`src/design/bba_pkg.sv`:
```
// Shared constants and types for the bitmap block allocator.
// No dependencies; imported by bitmap_block_allocator.
`default_nettype none

package bba_pkg;

    localparam int INDEX_W  = 12;  // block number field width
    localparam int TOTAL_W  = 13;  // total_blocks register width
    localparam int STATUS_W = 2;
    localparam int APB_W    = 32;
    localparam int S_DATA_W = 16;  // block_index padded to bytes
    localparam int M_DATA_W = 16;  // granted_block + status padded to bytes

    localparam logic [TOTAL_W-1:0] TOTAL_RESET = 13'd4096;

    typedef enum logic [STATUS_W-1:0] {
        STATUS_OK           = 2'd0,
        STATUS_NO_SPACE     = 2'd1,
        STATUS_ALREADY_FREE = 2'd2,
        STATUS_RANGE        = 2'd3
    } t_status;

    typedef enum logic {
        MODE_ALLOC = 1'b0,
        MODE_FREE  = 1'b1
    } t_mode;

    localparam logic REG_TOTAL_BLOCKS = 1'b0;  // byte address 0

endpackage

`default_nettype wire

```
`src/design/bitmap_block_allocator.sv`:
```
// First-fit block allocator over a used/free bitmap held in a word memory.
// Depends on bba_pkg (constants, status codes).
// After reset a clearing pass writes every bitmap word to zero, s_tready low
// meanwhile. An allocate walks the bitmap one word per cycle through a pipelined
// memory read. A free walks to the word holding the block, block_index /
// WORD_BITS; an out-of-range free is decided at the first word read. One item at
// a time; the result register frees the input side as soon as the result is loaded.
// Reset is synchronous, active low.
`default_nettype none

module bitmap_block_allocator #(
    parameter int MAX_BLOCKS = 4096,
    parameter int WORD_BITS  = 32
) (
    input  wire                               i_clk,
    input  wire                               i_rst_n,
    // stream in
    input  wire                               s_tvalid,
    output logic                              s_tready,
    input  wire  [bba_pkg::S_DATA_W-1:0]      s_tdata,   // [11:0] block_index
    input  wire                               s_tuser,   // [0] mode
    // stream out
    output logic                              m_tvalid,
    input  wire                               m_tready,
    output logic [bba_pkg::M_DATA_W-1:0]      m_tdata,   // [11:0] granted_block, [13:12] status
    // config
    input  wire                               psel,
    input  wire                               penable,
    input  wire                               pwrite,
    input  wire  [0:0]                        paddr,
    input  wire  [bba_pkg::APB_W-1:0]         pwdata,
    output logic [bba_pkg::APB_W-1:0]         prdata,
    output logic                              pready
);
    import bba_pkg::*;

    localparam int NUM_WORDS = (MAX_BLOCKS + WORD_BITS - 1) / WORD_BITS;
    localparam int AW  = (NUM_WORDS > 1) ? $clog2(NUM_WORDS) : 1;
    localparam int AW1 = $clog2(NUM_WORDS + 1);
    localparam int OFF_W = (WORD_BITS > 1) ? $clog2(WORD_BITS) : 1;
    localparam int SPAN_W = $clog2(NUM_WORDS * WORD_BITS + 1);
    localparam int CNT_W = (SPAN_W > TOTAL_W) ? SPAN_W : TOTAL_W;

    typedef enum logic [1:0] {
        ST_CLEAR,
        ST_IDLE,
        ST_SCAN
    } t_state;

    t_state               r_state;
    logic [AW-1:0]        r_clr_addr;
    logic [TOTAL_W-1:0]   r_total;
    logic                 r_mode;
    logic [INDEX_W-1:0]   r_idx;
    logic [AW1-1:0]       r_iss_addr;
    logic [CNT_W-1:0]     r_iss_base;
    logic                 r_chk_valid;
    logic [AW1-1:0]       r_chk_addr;
    logic [CNT_W-1:0]     r_chk_base;
    logic [WORD_BITS-1:0] r_rd_data;
    logic                 r_out_valid;
    logic [INDEX_W-1:0]   r_out_block;
    t_status              r_out_status;

    logic [WORD_BITS-1:0] r_mem [NUM_WORDS];

    logic [CNT_W-1:0]     limit;
    logic [CNT_W-1:0]     rem;
    logic [CNT_W-1:0]     idx_ext;
    logic [CNT_W-1:0]     diff;
    logic [WORD_BITS-1:0] free_mask;
    logic                 free_hit;
    logic [OFF_W-1:0]     free_pos;
    logic [CNT_W-1:0]     grant_sum;
    logic                 decide;
    logic                 do_write;
    t_status              n_status;
    logic [INDEX_W-1:0]   n_block;
    logic [WORD_BITS-1:0] n_word;
    logic                 out_busy;
    logic                 done;
    logic                 advance;
    logic                 mem_we;
    logic [AW-1:0]        mem_waddr;
    logic [WORD_BITS-1:0] mem_wdata;
    logic                 cfg_wr;

    assign cfg_wr = psel && penable && pwrite && (paddr == REG_TOTAL_BLOCKS);
    assign pready = 1'b1;
    assign prdata = (paddr == REG_TOTAL_BLOCKS) ? APB_W'(r_total) : '0;

    assign s_tready = (r_state == ST_IDLE);
    assign m_tvalid = r_out_valid;
    assign m_tdata  = M_DATA_W'({r_out_status, r_out_block});

    always_comb begin
        limit = (CNT_W'(r_total) > CNT_W'(MAX_BLOCKS)) ? CNT_W'(MAX_BLOCKS) : CNT_W'(r_total);
        rem   = limit - r_chk_base;
        idx_ext = CNT_W'(r_idx);
        diff    = idx_ext - r_chk_base;

        // free bits of this word that lie below the block count
        for (int k = 0; k < WORD_BITS; k++) begin
            free_mask[k] = !r_rd_data[k] && (CNT_W'(k) < rem);
        end
        free_hit = |free_mask;
        free_pos = '0;
        for (int k = WORD_BITS - 1; k >= 0; k--) begin
            if (free_mask[k]) begin
                free_pos = OFF_W'(k);
            end
        end
        grant_sum = r_chk_base + CNT_W'(free_pos);

        decide   = 1'b0;
        do_write = 1'b0;
        n_status = STATUS_OK;
        n_block  = '0;
        n_word   = r_rd_data;
        if (r_mode == MODE_ALLOC) begin
            if (r_chk_base >= limit) begin
                decide   = 1'b1;
                n_status = STATUS_NO_SPACE;
            end else if (free_hit) begin
                decide   = 1'b1;
                do_write = 1'b1;
                n_block  = grant_sum[INDEX_W-1:0];
                n_word   = r_rd_data | (WORD_BITS'(1) << free_pos);
            end
        end else begin
            if (idx_ext >= limit) begin
                decide   = 1'b1;
                n_status = STATUS_RANGE;
            end else if ((r_chk_base <= idx_ext) && (diff < CNT_W'(WORD_BITS))) begin
                decide = 1'b1;
                if (!r_rd_data[diff[OFF_W-1:0]]) begin
                    n_status = STATUS_ALREADY_FREE;
                end else begin
                    do_write = 1'b1;
                    n_word   = r_rd_data & ~(WORD_BITS'(1) << diff[OFF_W-1:0]);
                end
            end
        end

        out_busy = r_out_valid && !m_tready;
        done     = (r_state == ST_SCAN) && r_chk_valid && decide && !out_busy;
        // hold the pipeline while a finished result waits for the output register
        advance  = (r_state == ST_SCAN) && !(r_chk_valid && decide);

        mem_we    = (r_state == ST_CLEAR) || (done && do_write);
        mem_waddr = (r_state == ST_CLEAR) ? r_clr_addr : r_chk_addr[AW-1:0];
        mem_wdata = (r_state == ST_CLEAR) ? '0 : n_word;
    end

    // bitmap memory: one write port, one registered read port
    always_ff @(posedge i_clk) begin
        if (mem_we) begin
            r_mem[mem_waddr] <= mem_wdata;
        end
        if (advance) begin
            r_rd_data <= r_mem[r_iss_addr[AW-1:0]];
        end
    end

    always_ff @(posedge i_clk) begin
        if (!i_rst_n) begin
            r_state     <= ST_CLEAR;
            r_clr_addr  <= '0;
            r_total     <= TOTAL_RESET;
            r_chk_valid <= 1'b0;
            r_out_valid <= 1'b0;
        end else begin
            if (cfg_wr) begin
                r_total <= pwdata[TOTAL_W-1:0];
            end
            if (r_out_valid && m_tready && !done) begin
                r_out_valid <= 1'b0;
            end

            unique case (r_state)
                ST_CLEAR: begin
                    r_clr_addr <= r_clr_addr + AW'(1);
                    if (r_clr_addr == AW'(NUM_WORDS - 1)) begin
                        r_state <= ST_IDLE;
                    end
                end
                ST_IDLE: begin
                    if (s_tvalid) begin
                        r_state     <= ST_SCAN;
                        r_mode      <= s_tuser;
                        r_idx       <= s_tdata[INDEX_W-1:0];
                        r_iss_addr  <= '0;
                        r_iss_base  <= '0;
                        r_chk_valid <= 1'b0;
                    end
                end
                ST_SCAN: begin
                    if (done) begin
                        r_state      <= ST_IDLE;
                        r_chk_valid  <= 1'b0;
                        r_out_valid  <= 1'b1;
                        r_out_block  <= n_block;
                        r_out_status <= n_status;
                    end else if (advance) begin
                        r_chk_valid <= 1'b1;
                        r_chk_addr  <= r_iss_addr;
                        r_chk_base  <= r_iss_base;
                        if (r_iss_addr != AW1'(NUM_WORDS)) begin
                            r_iss_addr <= r_iss_addr + AW1'(1);
                            r_iss_base <= r_iss_base + CNT_W'(WORD_BITS);
                        end
                    end
                end
                default: begin
                    r_state <= ST_IDLE;
                end
            endcase
        end
    end

endmodule

`default_nettype wire

```
`config.mk`:
```
export PLATFORM = sky130hd
export DESIGN_NAME = bitmap_block_allocator
export DESIGN_NICKNAME = d
export VERILOG_FILES = /design/src/design/bba_pkg.sv /design/src/design/bitmap_block_allocator.sv
export SDC_FILE = /design/constraint.sdc
export NUM_CORES = 2
export LEC_CHECK = 0
export BUFFER_PORTS_ARGS = -buffer_cell sky130_fd_sc_hd__clkbuf_2
export CAP_MARGIN = 5
export CORE_MARGIN = 4
export CORE_UTILIZATION = 43
export CTS_CLUSTER_SIZE = 14
export DETAILED_ROUTE_END_ITERATION = 12
export REMOVE_ABC_BUFFERS = 1
export SKIP_CTS_REPAIR_TIMING = 1
export SYNTH_ARGS = -nofsm -noshare
export SYNTH_HDL_FRONTEND = slang
export SYNTH_SLANG_ARGS = --single-unit
```
`constraint.sdc`:
```
create_clock -name i_clk -period 20.4 [get_ports i_clk]
set_clock_uncertainty 0.1 [all_clocks]
set_input_delay 2.04 -clock i_clk [delete_from_list [all_inputs] [get_ports i_clk]]
set_output_delay 2.04 -clock i_clk [all_outputs]
set_load 0.05 [all_outputs]
```
==> impl_metrics.csv <==
group,metric,value,unit
status,outcome,"finished, final reports clean",
worst_hold_path,hp-start,"r_total[5]$_SDFFE_PN0P_",
place,placed_cell_area,0.172,mm²
worst_hold_path,hold_path.class,"register to register",
global_routing,grt_pass1_vias,76800,
place,gp_congestion,0.895,
power_and_ir_drop,total_power,17000,µW
global_routing,gr-total-overflow,0,
critical_path,reg2reg_from,"r_total[12]$_SDFFE_PN1P_",
clock_tree,cts_root_buffer,"clkbuf_16",
critical_path,cp_max_fo,65,
drt,ant_nets,0,
timing,relSlewSlack,10.5,%
place,place_inst,11700,
timing,period_needed,8.48,ns
clock_tree,cts.sinks,4210,
floorplan,fp.coreArea,0.377,mm²
clock_tree,worstSkewPairLatency,0.91,ns
synth,synthesis.area,0.163,mm²
power_and_ir_drop,power_density,92.0,mW/mm²
timing,drv_slew,0,
timing,tightest_slew,1.34,ns
final_layout,layout_common_cells,"edfxtp_1 (4186), mux4_2 (1350), clkbuf_16 (416)",
clock_tree,cts_made_buffers,412,
final_layout,area_growth,13.3,%
power_and_ir_drop,vdd_ir_drop_max,0.0760,mV
drt,avgRoutedWirePerCell,34.2,µm
timing,fin_crit_sh,41.6,%
synth,syn_avg_cell_area,24.1,µm²
clock_tree,cts_tree,"done",
place,hpwlAfterDp,229000,µm
clock_tree,clock_path_buffers,4,
global_routing,grtUsageTotal,21.7,%
timing,whs,0.397,ns
final_layout,layout-drive-gt1-share,33.3,%
timing,finalSetupViolCount,0,
synth,yosysSeqAreaShare,77.3,%
final_layout,layout_commonest_cell,"edfxtp_1",
floorplan,fp.dieH,624,µm
drt,route.detailed.drc,0,
critical_path,worst_setup_path_end_kind,"register",
synth,synth_seq_cells,4210,
synth,postSynthCellCount,6759,
timing,rsz0062_at_grt,"false",
power_and_ir_drop,leakage,0.0597,µW
critical_path,worstPathArrival,8.95,ns
synth,yosys-top-cells-area,"edfxtp_1 (77%), mux4_2 (19%), clkbuf_1 (0.58%)",
floorplan,rows,225,
critical_path,crit_type,"register to register",
final_layout,postLayoutCellArea,0.185,mm²
place,port_buffers,62,
global_routing,grt_pass1_wl,597000,µm
clock_tree,htree_levels,5,
drt,dr.pass1.iters,6,
drt,routed_wl,427000,µm
synth,synthDistinctLibCells,84,
floorplan,initial_utilization,43.3,%
floorplan,die_x,624,µm
drt,avgViaCountPerCell,6.07,
floorplan,ios,108,
synth,yosysWarnings,0,
critical_path,cp-start-kind,"register",
synth,async_reset_ff_share,0,%
synth,synth_edf_count,4186,
synth,synth.top_cell.area_share,77.0,%
drt,drt-initial-drc-count,10200,
timing,max_freq,118,MHz
global_routing,antenna_found_initial,29,
flow_run,drv_cap,0,
drt,via_count,75800,
floorplan,dieArea,0.389,mm²
critical_path,startpoint,"r_total[12]$_SDFFE_PN1P_",
final_layout,nets,7230,
synth,yosysTopAreaCell,"edfxtp_1",
clock_tree,clk_transition_reported_paths,0.06,ns
global_routing,grt_max_degree,144,
timing,setup-tns-final,0,ns
critical_path,cp.required,20.87,ns
timing,hold_viol,0,
synth,synth_top_flop_cell,"edfxtp_1",
final_layout,instances_no_fill,12500,
[report_power, final]
| part | leakage, µW | internal (µW) | switching (µW) | total (µW) |
|---|---|---|---|---|
| Clock | 0.00648 | 4330 | 3180 | 7520 |
| Combinational | 0.0119 | 27.0 | 72.6 | 99.7 |
| Sequential | 0.0413 | 9390 | 7.04 | 9400 |
| Total | 0.0597 | 13800 | 3260 | 17000 |
[layout make-up]
class	count	area, µm²
flip-flops and latches	4210	126000
clock buffers	503	10800
inverters	36	143
repair buffers	329	2400
well taps	4994	6250
clock inverters	249	2440
multi-input cells	2152	36600
fillers	29700	192000
diodes	16	40.0
[final timing paths]
kind	end	slack, ns	depth (start not counted)
worst max register to register	r_mem[61][30]$_DFFE_PP_	11.92	18
worst max-delay path	r_mem[61][30]$_DFFE_PP_	11.92	18
worst min-delay path	r_total[5]$_SDFFE_PN0P_	0.40	2
worst min register to register	r_total[5]$_SDFFE_PN0P_	0.40	2
[stage by stage]
stage | util (%) | setup slack [ns]
2_1_floorplan | - | -23.61
4_1_cts | 49.1 | 12.05
6_report | 49.1 | 11.92
3_3_place_gp | 45.6 | 12.26
3_5_place_dp | 45.6 | 12.08
5_1_grt | 49.1 | 11.39
[critical path, cell delays in order (launching register included)]
cell and delay [ns]:
dfxtp_1 0.60, inv_1 0.50, nand2_1 0.28, inv_1 0.06, ha_1 0.32, o211ai_1 0.27, a21oi_1 0.17, or4_4 0.45
a221oi_4 0.22, buf_4 0.45, a21oi_1 0.30, a2111oi_0 0.63, and4bb_2 0.30, a22oi_2 0.31, nor3b_2 0.62, a31oi_1 0.24
a211oi_4 1.06, buf_4 0.48, buf_4 0.65
[kinds of logic (layout without fill, tap and decap cells)]
group                      after synthesis  after routing  synth area share, %
xor gates and xnor gates                20             20                0.107
AOI/OAI and AO/OA                      234            234                0.990
other                                    2             38              0.00460
muxes                                 1387           1387                 18.9
and+or+nand+nor                        457            457                 1.37
buffers and inverters                  417           1117                 1.06
DFF                                   4210           4210                 77.3
adders and majority gates               32             32                0.245
[per-layer routing]
layer  up-vias  track usage, %  share of wire (%)  wire length, µm
li1      30000               -                  -                -
met1     41600            31.2                 40           173000
met2      3587            34.4                 48           205000
met3       604            4.00                8.6            36700
met4        10            6.05                3.0            12600
met5         -               0              0.018               75
[Yosys cell counts (all sizes together) (3+ instances only)]
cell type / count
and2: 24
o31ai: 6
a31oi: 38
ha: 32
mux4: 1350
a211oi: 22
nor3b: 6
nand2: 96
o211ai: 9
nor4: 6
nand4: 7
nand3: 24
o21a: 6
nand3b: 9
and4b: 3
dfxtp: 24
a2111oi: 3
buf: 131
edfxtp: 4186
a21o: 14
mux2: 34
or4: 7
or2: 8
a21oi: 50
a31o: 3
and3: 8
nand2b: 13
nor2b: 28
xor2: 11
mux2i: 3
o21ai: 38
nor2: 158
inv: 36
or3: 8
nand4b: 3
xnor2: 9
clkbuf: 250
a21boi: 15
o21bai: 3
nor3: 45
[flip-flops by register name (all words and copies together), names as in the netlist, 8 cells and up]
name,count
r_chk_base,8
r_idx,12
r_iss_addr,8
r_iss_base,8
r_mem,4096
r_out_block,12
r_rd_data,32
r_total,13
Power figures use the tool's default switching activity.
